`src/ccs_pkg.sv`:
```
package ccs_pkg;

  localparam logic [7:0] CHAR_SLASH  = 8'h2F;
  localparam logic [7:0] CHAR_STAR   = 8'h2A;
  localparam logic [7:0] CHAR_NL     = 8'h0A;
  localparam logic [7:0] CHAR_DQUOTE = 8'h22;
  localparam logic [7:0] CHAR_SQUOTE = 8'h27;
  localparam logic [7:0] CHAR_BSLASH = 8'h5C;

  // What the back end has to emit for one input item.
  typedef struct packed {
    logic       emit_slash;  // a held slash goes out first
    logic       emit_byte;   // the item's own byte goes out
    logic [7:0] data;
    logic       last;        // end of text; bare marker if nothing is emitted
  } entry_t;

endpackage

```
`src/ccs_front.sv`:
```
module ccs_front import ccs_pkg::*; (
  input  logic       clk,
  input  logic       rst,
  input  logic       accept,
  input  logic [7:0] in_byte,
  input  logic       in_last,
  output logic       push,
  output entry_t     push_entry
);

  localparam logic [3:0] MODE_NORMAL  = 4'd0;
  localparam logic [3:0] MODE_SLASH   = 4'd1;
  localparam logic [3:0] MODE_LINE    = 4'd2;
  localparam logic [3:0] MODE_BLOCK   = 4'd3;
  localparam logic [3:0] MODE_BSTAR   = 4'd4;
  localparam logic [3:0] MODE_STR     = 4'd5;
  localparam logic [3:0] MODE_STR_ESC = 4'd6;
  localparam logic [3:0] MODE_CHR     = 4'd7;
  localparam logic [3:0] MODE_CHR_ESC = 4'd8;

  logic [3:0] mode;
  logic [3:0] mode_next;
  logic       norm_hold;
  logic [3:0] norm_mode;
  logic [3:0] lit_mode;
  logic       in_chr;
  logic       escaped;
  entry_t     e;

  // Normal-text handling, shared by normal mode and a released slash.
  always_comb begin
    norm_hold = (in_byte == CHAR_SLASH) && !in_last;
    if (norm_hold) begin
      norm_mode = MODE_SLASH;
    end else if (in_byte == CHAR_DQUOTE) begin
      norm_mode = MODE_STR;
    end else if (in_byte == CHAR_SQUOTE) begin
      norm_mode = MODE_CHR;
    end else begin
      norm_mode = MODE_NORMAL;
    end
  end

  // Literal handling; a newline always closes the literal.
  always_comb begin
    in_chr  = (mode == MODE_CHR) || (mode == MODE_CHR_ESC);
    escaped = (mode == MODE_STR_ESC) || (mode == MODE_CHR_ESC);
    if (in_byte == CHAR_NL) begin
      lit_mode = MODE_NORMAL;
    end else if (escaped) begin
      lit_mode = in_chr ? MODE_CHR : MODE_STR;
    end else if (in_byte == CHAR_BSLASH) begin
      lit_mode = in_chr ? MODE_CHR_ESC : MODE_STR_ESC;
    end else if (in_byte == (in_chr ? CHAR_SQUOTE : CHAR_DQUOTE)) begin
      lit_mode = MODE_NORMAL;
    end else begin
      lit_mode = in_chr ? MODE_CHR : MODE_STR;
    end
  end

  always_comb begin
    mode_next    = mode;
    e.emit_slash = 1'b0;
    e.emit_byte  = 1'b0;
    e.data       = in_byte;
    e.last       = in_last;
    case (mode)
      MODE_SLASH: begin
        if (in_byte == CHAR_SLASH) begin
          mode_next = MODE_LINE;
        end else if (in_byte == CHAR_STAR) begin
          mode_next = MODE_BLOCK;
        end else begin
          e.emit_slash = 1'b1;
          e.emit_byte  = !norm_hold;
          mode_next    = norm_mode;
        end
      end
      MODE_LINE: begin
        if (in_byte == CHAR_NL) begin
          e.emit_byte = 1'b1;
          mode_next   = MODE_NORMAL;
        end
      end
      MODE_BLOCK: begin
        if (in_byte == CHAR_STAR) begin
          mode_next = MODE_BSTAR;
        end
      end
      MODE_BSTAR: begin
        if (in_byte == CHAR_SLASH) begin
          mode_next = MODE_NORMAL;
        end else if (in_byte != CHAR_STAR) begin
          mode_next = MODE_BLOCK;
        end
      end
      MODE_STR, MODE_STR_ESC, MODE_CHR, MODE_CHR_ESC: begin
        e.emit_byte = 1'b1;
        mode_next   = lit_mode;
      end
      default: begin
        e.emit_byte = !norm_hold;
        mode_next   = norm_mode;
      end
    endcase
    if (in_last) begin
      mode_next = MODE_NORMAL;
    end
  end

  assign push       = accept && (e.emit_slash || e.emit_byte || e.last);
  assign push_entry = e;

  always_ff @(posedge clk) begin
    if (rst) begin
      mode <= MODE_NORMAL;
    end else if (accept) begin
      mode <= mode_next;
    end
  end

endmodule

```
`src/ccs_queue.sv`:
```
module ccs_queue import ccs_pkg::*; #(
  parameter int Depth = 4
) (
  input  logic   clk,
  input  logic   rst,
  input  logic   push,
  input  entry_t push_entry,
  input  logic   pop,
  output entry_t head,
  output logic   full,
  output logic   empty
);

  localparam int PtrW = (Depth > 1) ? $clog2(Depth) : 1;
  localparam int CntW = $clog2(Depth + 1);
  localparam logic [PtrW-1:0] PtrMax = PtrW'(Depth - 1);

  entry_t          mem [Depth];
  logic [PtrW-1:0] wr_ptr;
  logic [PtrW-1:0] rd_ptr;
  logic [CntW-1:0] count;

  assign full  = (count == CntW'(Depth));
  assign empty = (count == '0);
  assign head  = mem[rd_ptr];

  always_ff @(posedge clk) begin
    if (push && !full) begin
      mem[wr_ptr] <= push_entry;
    end
  end

  always_ff @(posedge clk) begin
    if (rst) begin
      wr_ptr <= '0;
      rd_ptr <= '0;
      count  <= '0;
    end else begin
      if (push && !full) begin
        wr_ptr <= (wr_ptr == PtrMax) ? '0 : wr_ptr + 1'b1;
      end
      if (pop && !empty) begin
        rd_ptr <= (rd_ptr == PtrMax) ? '0 : rd_ptr + 1'b1;
      end
      count <= count + CntW'(push && !full) - CntW'(pop && !empty);
    end
  end

endmodule

```
`src/ccs_back.sv`:
```
module ccs_back import ccs_pkg::*; (
  input  logic       clk,
  input  logic       rst,
  input  entry_t     head,
  input  logic       empty,
  output logic       pop,
  output logic       out_tvalid,
  input  logic       out_tready,
  output logic [7:0] out_tdata,
  output logic       out_tuser,
  output logic       out_tlast
);

  logic       second;  // the held slash of the head item has gone out
  logic       load;
  logic       slash_now;
  logic [7:0] res_byte;
  logic       res_valid;
  logic       res_last;

  assign load      = !empty && (!out_tvalid || out_tready);
  assign slash_now = head.emit_slash && !second;

  always_comb begin
    if (slash_now) begin
      res_byte  = CHAR_SLASH;
      res_valid = 1'b1;
      res_last  = head.last && !head.emit_byte;
    end else begin
      res_byte  = head.emit_byte ? head.data : 8'h00;
      res_valid = head.emit_byte;
      res_last  = head.last;
    end
  end

  assign pop = load && !(slash_now && head.emit_byte);

  always_ff @(posedge clk) begin
    if (rst) begin
      out_tvalid <= 1'b0;
      second     <= 1'b0;
    end else begin
      if (load) begin
        out_tvalid <= 1'b1;
        second     <= slash_now && head.emit_byte;
      end else if (out_tready) begin
        out_tvalid <= 1'b0;
      end
    end
  end

  always_ff @(posedge clk) begin
    if (load) begin
      out_tdata <= res_byte;
      out_tuser <= res_valid;
      out_tlast <= res_last;
    end
  end

endmodule

```
`src/c_comment_stripper.sv`:
```
// Path: an accepted byte goes into the entry queue, then into the output register; a
// slash is held until the next byte arrives and then, unless the two open a comment,
// leaves just ahead of it. Throughput: one item per cycle while the queue is not
// full; a released slash adds an output beat, which the front-to-back queue absorbs.
// Reset (rst, synchronous) returns the scanner to normal text and empties the queue.
module c_comment_stripper import ccs_pkg::*; #(
  parameter int QueueDepth = 4
) (
  input  logic       clk,
  input  logic       rst,
  input  logic       in_tvalid,
  output logic       in_tready,
  input  logic [7:0] in_tdata,   // [7:0] in_byte
  input  logic       in_tlast,
  output logic       out_tvalid,
  input  logic       out_tready,
  output logic [7:0] out_tdata,  // [7:0] out_byte
  output logic       out_tuser,  // [0] out_valid
  output logic       out_tlast
);

  logic   accept;
  logic   push;
  entry_t push_entry;
  logic   pop;
  entry_t head;
  logic   full;
  logic   empty;

  assign in_tready = !full;
  assign accept    = in_tvalid && in_tready;

  ccs_front u_front (
    .clk        (clk),
    .rst        (rst),
    .accept     (accept),
    .in_byte    (in_tdata),
    .in_last    (in_tlast),
    .push       (push),
    .push_entry (push_entry)
  );

  ccs_queue #(
    .Depth (QueueDepth)
  ) u_queue (
    .clk        (clk),
    .rst        (rst),
    .push       (push),
    .push_entry (push_entry),
    .pop        (pop),
    .head       (head),
    .full       (full),
    .empty      (empty)
  );

  ccs_back u_back (
    .clk        (clk),
    .rst        (rst),
    .head       (head),
    .empty      (empty),
    .pop        (pop),
    .out_tvalid (out_tvalid),
    .out_tready (out_tready),
    .out_tdata  (out_tdata),
    .out_tuser  (out_tuser),
    .out_tlast  (out_tlast)
  );

endmodule
```
`config.mk`:
```
export PLATFORM = sky130hd
export DESIGN_NAME = c_comment_stripper
export DESIGN_NICKNAME = d
export VERILOG_FILES = /design/src/ccs_pkg.sv /design/src/ccs_front.sv /design/src/ccs_queue.sv /design/src/ccs_back.sv /design/src/c_comment_stripper.sv
export SDC_FILE = /design/constraint.sdc
export NUM_CORES = 1
export LEC_CHECK = 0
export ABC_AREA = 1
export BUFFER_PORTS_ARGS = -buffer_cell sky130_fd_sc_hd__buf_2
export CAP_MARGIN = 30
export CELL_PAD_IN_SITES_DETAIL_PLACEMENT = 1
export CELL_PAD_IN_SITES_GLOBAL_PLACEMENT = 2
export CORE_MARGIN = 2
export CORE_UTILIZATION = 38
export DETAILED_ROUTE_END_ITERATION = 7
export GPL_TIMING_DRIVEN = 0
export HOLD_SLACK_MARGIN = 0.08
export PLACE_DENSITY = 0.86
export SLEW_MARGIN = 20
export SYNTH_ARGS = -nofsm -noshare
export SYNTH_HDL_FRONTEND = slang
export SYNTH_HIERARCHICAL = 1
export SYNTH_SLANG_ARGS = --single-unit
export TNS_END_PERCENT = 30
```
`constraint.sdc`:
```
create_clock -name clk -period 3.4 [get_ports clk]
set_input_delay 0.68 -clock clk [delete_from_list [all_inputs] [get_ports clk]]
set_output_delay 0.68 -clock clk [all_outputs]
set_load 0.02 [all_outputs]
```
# After elaboration in Yosys (flattened, before gate mapping)
# Memories as Yosys holds them, arrays and structs flattened. A register that Yosys moved wholly into a read port is not among the register bits.
# Cells that the tools add are included.
# W data, S select, Z words.
# op_classes
muxes	33
n_eq_ne	22
addsub	4
bitwise_logic	1
reduce_logical	29
# ops
operator	count
$mux W4	14
$eq A8 B6 Y1 const B	4
$pmux W4 S5	1
$eq A4 B3 Y1 const B	4
$mux W2	7
$logic_and A1 B1 Y1	10
$eq A4 B2 Y1 const B	2
$eq A8 B4 Y1 const B	1
$eq A8 B7 Y1 const B	1
$eq A8 B8 Y1	1
$logic_not A1 Y1	8
$ne A8 B6 Y1 const B	1
$mux W1	7
$mux W3	2
$mux W6	1
$ne A3 B2 Y1 const B	2
$logic_or A1 B1 Y1	5
$add A2 B1 Y2 const B	2
$eq A2 B2 Y1 const B	2
$eq A4 B1 Y1 const B	1
$eq A4 B4 Y1 const B	1
$ne A4 B2 Y1 const B	1
$pmux W1 S4	1
$reduce_and A4 Y1	1
8 further kinds	9
# totals
reg_bits	23
mem_count	1
in_bits	13
elab_cells	100
ram_bits	44
# mem_list
name	depth	word_bits	read_ports	rd_clocked_by_memory_dff	wr	line_no	source
u_queue.mem	4	11	1	1	1	ccs_queue.sv:18	entry_t mem [Depth];

# Logic depth before layout (Yosys ltp)
# Gate-level depths: netlist (run 1).
# depth
ltp_word	12
depth_mapped	17

# Cells and area by module
# The synthesis (run 1) kept the hierarchy.
# modules_own_cells
mod	area_per_inst_um2	instances	cells_per_inst
ccs_queue	2139.6	1	179
ccs_front	693.2	1	125
ccs_back	484.2	1	47
c_comment_stripper	13.8	1	3

# Worst setup path after synthesis (run 1)
# Ideal clock, no wire load.
# synth_timing
path_type	input -> register
start	input in_tdata[7]
end	register u_queue.count[2]
path_buffers	0
setup_time_ns	0.115
slack_ns	0.520
path_stages	14
t_arrival_ns	2.765
cell_sequence	nor2_1 > nand3_1 > nor2_4 > inv_1 > o2111ai_1 > o21ai_1 > inv_1 > nand2_1 > ha_1 > inv_1 > ha_1 > fa_1 > a21oi_1 > nor2_1
# synth_lines
element	line_no	source
from (decl)	c_comment_stripper.sv:13	input logic [7:0] in_tdata,
to (signal assigned)	ccs_queue.sv:45	count <= count + CntW'(push && !full) - CntW'(pop && !empty);
to (decl)	ccs_queue.sv:21	logic [CntW-1:0] count;

==> flow_summary.yaml, run 1 <==
floorplan:
  io_pins: 25
  die_w_um: 97.6
  fp-row-count: 34
  core_area_um2: 8590
  start_util: 0.388
  die_y_um: 97.6
  die-area_um2: 9530
cts:
  clkSinkCount: 69
  clock_path_buffers: 2
  numCtsBuffers: 9
  cts_tree: "done"
  clkLatencyLatePin_ns: 0.34
  clkSlewWorstSetupHoldPaths_ns: 0.09
  root_buffer: "clkbuf_8"
  ctsResizeCount: 0
  holdBufCountCts: 0
  cts_setup_buffers: 0
  htreeDepth: 3
final_layout:
  diodes: 0
  fin_nets: 414
  fill_cells: 1018
  drive_gt1_frac: 0.211
  synthToLayoutAreaGrowth_pct: 15.6
  final_util: 0.448
timing:
  drv_slew: 0
  period_needed_ns: 3.06
  tightestPinTransition_ns: 0.846
  setup_tns_ns: 0
  hold_viol: 0
  fin_crit_sh: 0.900
  skew_ns: 0.0110
  setup_violations: 0
  max-slew-margin-rel: 0.434
  rsz0062_at_grt: "no"
  max_freq_mhz: 327
yosys:
  synth_edf_count: 54
  seq_area_frac_synth: 0.577
  synthesis.nets: 375
  synth_ff_type: "edfxtp_1"
  yosys_warnings: 6
  postSynthCellCount: 354
  ys_ff_latch: 69
  syn_area_per_cell_um2: 9.41
  netlist-cell-type-count: 33
  synthesis.area_um2: 3330
  synthArstFlopShare: 0
placed_design:
  place_congestion: 0.803
  hpwl_mm: 5.71
  io_buffers: 24
routing:
  drt_iter0_markers: 63
  final_antenna_net_count: 0
  dr.pass1.iters: 7
  vias: 2467
  drc: 0
  drt_wl_total_mm: 7.64
  wl_per_cell_um: 15.1
  vias_per_cell: 4.88
global_route:
  grt_max_degree: 15
  grt_pass1_vias: 2494
  grt-ovfl-total: 0
  antenna_found_initial: 0
  grt_pass1_wl_mm: 12.3
  grtUsageTotal: 0.167
pwr:
  leakage_nw: 1.62
  ir_worst_vdd_mv: 0.274
  power_per_cell_area_nw_per_um2: 840
critical_path:
  critPathSlowestCell: "fa_1"
  cp-start-kind: "primary input"
  crit_arrival_ns: 3.31
  cp.required_ns: 3.65
  r2r_slack_ns: 0.42
  crit_chain: "buf_2 -> nor2_1 -> nand3_1 -> nor2_4 -> inv_1 -> o2111ai_1 -> o21ai_1 -> inv_1 -> nand2_1 -> ha_1 -> inv_1 -> ha_1 -> fa_1 -> a21oi_1 -> nor2_1"
  cp_common_cell: "inv_1"
  max_stage_delay_ns: 0.41
  criticalPathCategory: "in -> reg"
  crit_path_end_kind: "flop"
  crit_fanout: 5
worst_hold_path:
  hp-class: "reg -> reg"
run:
  maxCapViolations: 0
run_status:
  outcome: "complete, no violations"
Yosys cell counts (2+ instances only):
cell type  number  area share
nand3_1        17       0.026
edfxtp_1       54        0.49
inv_1          45       0.051
nand3b_1        2      0.0045
o22ai_1        11       0.021
dfxtp_1        15       0.090
nor2_4          2      0.0068
nor2_2          5      0.0094
buf_2           3      0.0045
nand2_1        60       0.068
nor2_1         56       0.063
o21ai_0         6      0.0090
a21oi_1        13       0.020
inv_2           8      0.0090
nand2_2         3      0.0056
o21ai_1        19       0.029
buf_4          12       0.027
ha_1            7       0.026
nor3_1          2      0.0030
worst paths after layout:
check                                       start                 to  cells past startpoint
worst max-delay path                  in_tdata[7]   u_queue/count[2]                     15
worst min-delay path            u_back/out_tvalid  u_back/out_tvalid                      2
worst max register to register               flop   u_queue/count[2]                     14
worst min register to register  u_back/out_tvalid  u_back/out_tvalid                      2
cell families (layout without fill, tap and decap cells):
kind of cell             count (synthesis)  after routing  share of synthesized area
buffers and inverters                   68            112                     0.0913
AO/OA/AOI/OAI                           56             56                     0.0984
adder cells (fa/ha/maj)                  8              8                     0.0323
AND/OR/NAND/NOR                        153            153                      0.201
flip-flops                              69             69                      0.577
placed cells by master (no fill, tap or decap), drive strengths merged, types with 9 or more instances in the layout:
master,n
clkbuf,9
nand3,18
a21oi,15
nand2,64
o21ai,26
edfxtp,54
inv,56
dfxtp,15
nor2,63
buf,43
o22ai,11
area by class of cell:
class / count / area, µm² / share of cell area
plain buffers: 15 / 105 / 0.0273
clock buffers: 9 / 124 / 0.0322
clock inverters: 7 / 106 / 0.0276
inverters: 53 / 199 / 0.0517
multi-input cells: 217 / 1100 / 0.287
flip-flops and latches: 69 / 1920 / 0.499
well taps: 108 / 135 / 0.0351
repair buffers: 28 / 154 / 0.0400
report_power, final:
group          internal, mW  switching [mW]
registers              1.18          0.0787
logic                 0.391           0.815
clock network         0.426           0.347
total                  1.99            1.24
registers in the layout (all words and copies together), names as in the netlist, named ones only:
name               flops
u_back/out_tdata       8
u_back/out_tlast       1
u_back/out_tuser       1
u_back/out_tvalid      1
u_back/second          1
u_front/mode           4
u_queue/count          3
u_queue/mem           44
u_queue/rd_ptr         2
u_queue/wr_ptr         2
worst max-delay path, delay by kind of cell:
family / cells / cell delay (ns)
AO/OA/AOI/OAI: 3 / 0.63
adder cells (fa/ha/maj): 3 / 0.92
buffers and inverters: 4 / 0.36
AND/OR/NAND/NOR: 5 / 0.72
per-stage QoR:
step / hold WS (ns) / power (mW) / instances / setup slack (ns) / area (µm²)
final: 0.491 / 3.23 / 506 / 0.340 / 3850
after global routing: 0.534 / 3.46 / 506 / 0.0465 / 3850
after CTS: 0.501 / 3.27 / 506 / 0.295 / 3850
after detailed placement: 0.488 / 2.49 / 490 / -0.0633 / 3620
after global placement: 0.475 / 2.40 / 486 / 0.101 / 3590
after floorplan: 0.476 / 2.12 / 354 / 0.520 / 3330
routing by layer:
metal,wire (µm),track usage,share of wire,vias to the layer above
met5,0,0,0,-
met3,200,0.0273,0.026,14
li1,-,-,-,1239
met2,4040,0.299,0.53,43
met4,139,0.0812,0.018,0
met1,3260,0.191,0.43,1171
Note: power is estimated with default switching activity, not from simulation.
==> inputs of run 2 (changes only) <==
Settings changed: CORE_UTILIZATION 38 to 35, CTS_BUF_LIST set to sky130_fd_sc_hd__clkbuf_4 sky130_fd_sc_hd__clkbuf_8 sky130_fd_sc_hd__clkbuf_16, PLACE_DENSITY 0.86 to 0.81.
==> run 2 against run 1 <==
Sequential power about the same. Highest routed layer unchanged. Clock power down 4.4%. Cell area up 0.68%. Flip-flop and latch count unchanged. Critical path type unchanged. Clock skew up 0.00094 ns. Total power down 1.4%. Global-route usage down 1.3 points. Largest power group unchanged.
==> flow_summary.yaml, run 2 (same netlist as run 1, synthesis figures left out) <==
run_status:
  outcome: "complete, no violations"
timing:
  hold_viol: 0
  setup_violations: 0
  tightestPinTransition_ns: 0.677
  max_freq_mhz: 331
  period_needed_ns: 3.02
  fin_crit_sh: 0.889
  rsz0062_at_grt: "no"
  drv_slew: 0
  skew_ns: 0.0119
  max-slew-margin-rel: 0.547
  setup_tns_ns: 0
cts:
  clkSlewWorstSetupHoldPaths_ns: 0.08
  clkLatencyLatePin_ns: 0.34
  clock_path_buffers: 2
  numCtsBuffers: 9
  root_buffer: "clkbuf_8"
  clkSinkCount: 69
  holdBufCountCts: 0
  ctsResizeCount: 0
  htreeDepth: 3
  cts_setup_buffers: 0
  cts_tree: "done"
routing:
  vias_per_cell: 4.66
  vias: 2456
  drc: 0
  dr.pass1.iters: 4
  drt_iter0_markers: 78
  wl_per_cell_um: 14.0
  drt_wl_total_mm: 7.37
  final_antenna_net_count: 0
critical_path:
  max_stage_delay_ns: 0.41
  cpLargestDelayFamily: "adder cells"
  path_buf_inv: 4
  crit_path_end_kind: "flop"
  cp-start-kind: "primary input"
  crit_fanout: 5
  cp.required_ns: 3.64
  critPathSlowestCell: "fa_1"
  crit_chain: "buf_2 -> nor2_2 -> nand3_2 -> nor2_4 -> inv_1 -> o2111ai_1 -> o21ai_1 -> inv_1 -> nand2_1 -> ha_1 -> inv_1 -> ha_1 -> fa_1 -> a21oi_1 -> nor2_1"
  criticalPathCategory: "in -> reg"
  crit_arrival_ns: 3.26
  cp_common_cell: "inv_1"
floorplan:
  die_y_um: 102
  start_util: 0.360
  die-area_um2: 10300
  fp-row-count: 35
  core_area_um2: 9240
  io_pins: 25
  die_w_um: 102
global_route:
  grt_pass1_wl_mm: 12.0
  antenna_found_initial: 0
  grtUsageTotal: 0.154
  grt_pass1_vias: 2466
  grt-ovfl-total: 0
  grt_max_degree: 14
pwr:
  ir_worst_vdd_mv: 0.285
  leakage_nw: 1.62
  power_per_cell_area_nw_per_um2: 822
  p_total_mw: 3.19
placed_design:
  hpwl_mm: 5.55
  io_buffers: 24
  place_congestion: 0.774
run:
  maxCapViolations: 0
final_layout:
  final_common_cell: "nand2_1"
  fill_cells: 1062
  diodes: 0
  drive_gt1_frac: 0.211
  synthToLayoutAreaGrowth_pct: 16.4
  reg.largest.list: "u_queue/mem (44), u_back/out_tdata (8), u_front/mode (4)"
  most-common-layout-cells: "60 x nand2_1, 56 x nor2_1, 54 x edfxtp_1"
  fin_nets: 414
  largest_register_ffs: 44
  top_register: "u_queue/mem"
  final_util: 0.419
worst_hold_path:
  hp-class: "reg -> reg"
[run 2: through the flow]
step	cell area, µm²	setup WS (ns)	hold WS, ns	instances
floorplan	3330	0.520	0.476	354
global placement	3610	0.0599	0.480	507
detailed placement	3650	0.0266	0.504	511
CTS	3880	0.376	0.517	527
global route	3880	0.101	0.541	527
finish	3880	0.377	0.507	527
[run 2: worst register-to-register path, cell delays in order, from the launching register on]
cell,delay [ns]
dfxtp_1,0.42
buf_2,0.29
nor2_1,0.07
o22ai_1,0.46
inv_2,0.09
nor2_1,0.12
nor2_1,0.12
inv_1,0.08
nor2_1,0.05
ha_1,0.27
inv_1,0.04
ha_1,0.21
fa_1,0.41
a21oi_1,0.13
nor2_1,0.06
[run 2: per-layer routing]
metal | GRT usage | part of all wire | up-vias
met3 | 0.0262 | 0.022 | 10
met2 | 0.272 | 0.52 | 42
li1 | - | - | 1239
met4 | 0.0655 | 0.015 | 0
met5 | 0 | 0 | -
met1 | 0.183 | 0.45 | 1165
[run 2: cell type report]
class / count / area [µm²] / area share
Buffer: 15 / 105 / 0.0271
Tap cell: 129 / 161 / 0.0416
Sequential cell: 69 / 1920 / 0.496
Clock inverter: 7 / 98.8 / 0.0255
Multi-Input combinational cell: 217 / 1100 / 0.285
Timing Repair Buffer: 28 / 161 / 0.0416
Inverter: 53 / 199 / 0.0513
Clock buffer: 9 / 124 / 0.0320
[run 2: final timing paths]
check                                        from                 to  slack, ns  cells after the start
worst min-delay path            u_back/out_tvalid  u_back/out_tvalid       0.51                      2
worst max register to register               flop   u_queue/count[2]       0.48                     14
worst max-delay path                  in_tdata[0]   u_queue/count[2]       0.38                     15
worst min register to register  u_back/out_tvalid  u_back/out_tvalid       0.51                      2
[run 2: report_power, final]
group,total (mW),internal [mW],switching (mW)
combinational,1.19,0.392,0.801
clock,0.739,0.417,0.322
sequential,1.26,1.18,0.0789
==> inputs of run 3 (changes only) <==
Settings changed: PLACE_DENSITY 0.81 to 0.8, SYNTH_HIERARCHICAL 1 to unset.
==> run 3 against run 2 <==
Global-route usage down 0.086 points. Clock power decreased by 19%. Clock-buffer cell count up 1. Non-clock buffer count decreased by 10. Worst setup slack gained 0.41 ns. Core utilization decreased by 1.2 points. Sequential power fell by 4%. Clock skew rose by 0.0040 ns. Critical path type is now reg -> reg. Flip-flop and latch count is the same. Synthesized cell count is 4.8% lower. Highest routed layer unchanged. Sequential share of layout area is 2.2 points higher.
==> flow_summary.yaml, run 3 <==
run_status:
  outcome: "complete, no violations"
cts:
  clock_path_buffers: 2
  htreeDepth: 3
  cts_tree: "done"
  clkSinkCount: 69
  numCtsBuffers: 9
  ctsResizeCount: 0
  root_buffer: "clkbuf_8"
  holdBufCountCts: 0
  cts_setup_buffers: 0
  clkSlewWorstSetupHoldPaths_ns: 0.08
  clkLatencyLatePin_ns: 0.35
routing:
  dr.pass1.iters: 4
  drt_iter0_markers: 91
  drt_wl_total_mm: 6.95
  vias: 2332
  vias_per_cell: 4.74
  final_antenna_net_count: 0
  drc: 0
  wl_per_cell_um: 14.1
yosys:
  yosys_warnings: 0
  synth.mux.area_fraction: 0
  ys_ff_latch: 69
  post-synth-top-count-cell: "edfxtp_1"
  synth_ff_type: "edfxtp_1"
  synthesis.nets: 358
  synth_compound_area_frac: 0.0815
  synthArstFlopShare: 0
  seq_area_frac_synth: 0.593
  synth-xor-area-share: 0.00270
  synth_top_family_by_area: "simple AND/OR/NAND/NOR gates"
  synth_top_area_frac: 0.501
  synth_area_leaders: "edfxtp_1 50%, dfxtp_1 9.3%, nand2_1 6.1%"
  synthAdderAreaFrac: 0.0332
  netlist-cell-type-count: 32
  synth_top_area_cell: "edfxtp_1"
  synthesis.area_um2: 3240
  yosys-top-cells-count: "54 x edfxtp_1, 53 x nand2_1, 50 x nor2_1"
  postSynthCellCount: 337
  syn_area_per_cell_um2: 9.61
  synth_edf_count: 54
  yosys.area_share.simple: 0.223
critical_path:
  r2r-end: "u_queue.count[2]"
  criticalPathCategory: "reg -> reg"
  reg2regPathDepth: 14
  crit_arrival_ns: 2.90
  cp_num_cells: 14
  endpoint: "u_queue.count[2]"
  cp_common_cell: "inv_1"
  crit_path_end_kind: "flop"
  path_buf_inv: 5
  max_stage_delay_ns: 0.39
  cp.required_ns: 3.68
  crit_chain: "inv_1 -> o21ai_0 -> o22ai_2 -> nand2_1 -> nand2_1 -> inv_1 -> ha_1 -> inv_1 -> ha_1 -> inv_1 -> fa_1 -> inv_1 -> o21ai_0 -> a21oi_1"
  cpLargestDelayFamily: "adder cells"
  critPathSlowestCell: "dfxtp_1"
  cp-start-kind: "flop"
  crit_fanout: 7
  r2r_slack_ns: 0.79
floorplan:
  start_util: 0.356
  fp-row-count: 35
  io_pins: 25
  die_y_um: 100
  core_area_um2: 9110
  die_w_um: 100
  die-area_um2: 10000
run:
  maxCapViolations: 0
timing:
  tightestPinTransition_ns: 0.727
  setup_tns_ns: 0
  max-slew-margin-rel: 0.515
  whs_ns: 0.511
  setup_violations: 0
  hold_viol: 0
  max_freq_mhz: 383
  drv_slew: 0
  fin_crit_sh: 0.768
  skew_ns: 0.0159
  period_needed_ns: 2.61
  rsz0062_at_grt: "no"
global_route:
  grt_pass1_wl_mm: 11.8
  grtUsageTotal: 0.153
  grt-ovfl-total: 0
  grt_pass1_vias: 2503
  antenna_found_initial: 0
  grt_max_degree: 14
placed_design:
  io_buffers: 24
  dp_cells: 476
  hpwl_mm: 5.37
  place_congestion: 0.776
pwr:
  p_total_mw: 2.73
  power_per_cell_area_nw_per_um2: 736
  ir_worst_vdd_mv: 0.204
  leakage_nw: 1.53
final_layout:
  largest_register_ffs: 44
  drive_gt1_frac: 0.194
  diodes: 0
  synthToLayoutAreaGrowth_pct: 14.6
  fin_nets: 397
  final_common_cell: "edfxtp_1"
  top_register: "u_queue.mem"
  most-common-layout-cells: "54 x edfxtp_1, 53 x nand2_1, 49 x nor2_1"
  fill_cells: 1088
  reg.largest.list: "u_queue.mem (44), u_back.out_tdata (8), u_front.mode (4)"
  instances_no_fill: 492
worst_hold_path:
  hp-class: "reg -> reg"
-- run 3: cell types whose count changed after synthesis, moves of 3 or more --
cell,before,now
o21ai_0,6,25
o22ai_1,11,2
nand3_1,17,24
a21oi_1,13,17
nor2_1,56,50
nand2_1,60,53
buf_4,12,1
inv_1,45,41
o21ai_1,19,1
buf_2,3,0
clkbuf_1,0,4
-- run 3: power by group --
| part | leakage [nW] | switching, mW | internal, mW |
|---|---|---|---|
| sequential | 0.627 | 0.0680 | 1.14 |
| clock | 0.0790 | 0.322 | 0.277 |
| combinational | 0.825 | 0.629 | 0.295 |
-- run 3: how the worst min path moves through the flow --
stage	start	endpoint	slack [ns]	cells after the start
3_5_place_dp	u_queue.rd_ptr[1]	u_queue.rd_ptr[1]	0.51	2
3_3_place_gp	u_queue.rd_ptr[1]	u_queue.rd_ptr[1]	0.50	2
5_1_grt	u_queue.rd_ptr[1]	u_queue.rd_ptr[1]	0.55	2
2_1_floorplan	u_front.mode[1]	u_front.mode[1]	0.48	2
6_report	u_queue.rd_ptr[1]	u_queue.rd_ptr[1]	0.51	2
4_1_cts	u_queue.rd_ptr[1]	u_queue.rd_ptr[1]	0.52	2
-- run 3: cells by family (layout without fill, tap and decap cells) --
| logic type | after synthesis | in the layout |
|---|---|---|
| AND/OR/NAND/NOR | 154 | 154 |
| buffers and inverters | 56 | 100 |
| AO/OA/AOI/OAI | 49 | 49 |
| adder cells (fa/ha/maj) | 8 | 8 |
| flip-flops | 69 | 69 |
| XOR/XNOR | 1 | 1 |
-- run 3: metal layers --
metal  track usage  part of all wire  vias to the layer above
met5             0                 0                        -
met4        0.0569             0.016                        0
met3        0.0279             0.023                       11
met2         0.276              0.51                       22
met1         0.180              0.45                     1099
li1              -                 -                     1200
-- run 3: final cells by class --
cell class              count  area [µm²]  share of cell area
clock inverters             6        47.5              0.0128
clock buffers              10         131              0.0354
multi-input cells         212        1110               0.298
repair buffers             28         154              0.0414
inverters                  51         191              0.0515
flip-flops and latches     69        1920               0.518
well taps                 111         139              0.0374
plain buffers               5        22.5             0.00606
-- run 3: stage by stage --
step | setup WS, ns | area [µm²] | utilization
final | 0.789 | 3710 | 0.408
after global routing | 0.480 | 3710 | 0.408
after CTS | 0.736 | 3710 | 0.408
after detailed placement | 0.638 | 3530 | 0.388
after global placement | 0.209 | 3500 | 0.384
after floorplan | 0.676 | 3240 | -
-- run 3: worst reg2reg max path, cell delays in order (launching register included) --
cell	delay, ns
dfxtp_1	0.39
inv_1	0.23
o21ai_0	0.15
o22ai_2	0.33
nand2_1	0.13
nand2_1	0.10
inv_1	0.09
ha_1	0.29
inv_1	0.06
ha_1	0.13
inv_1	0.04
fa_1	0.35
inv_1	0.07
o21ai_0	0.08
a21oi_1	0.12
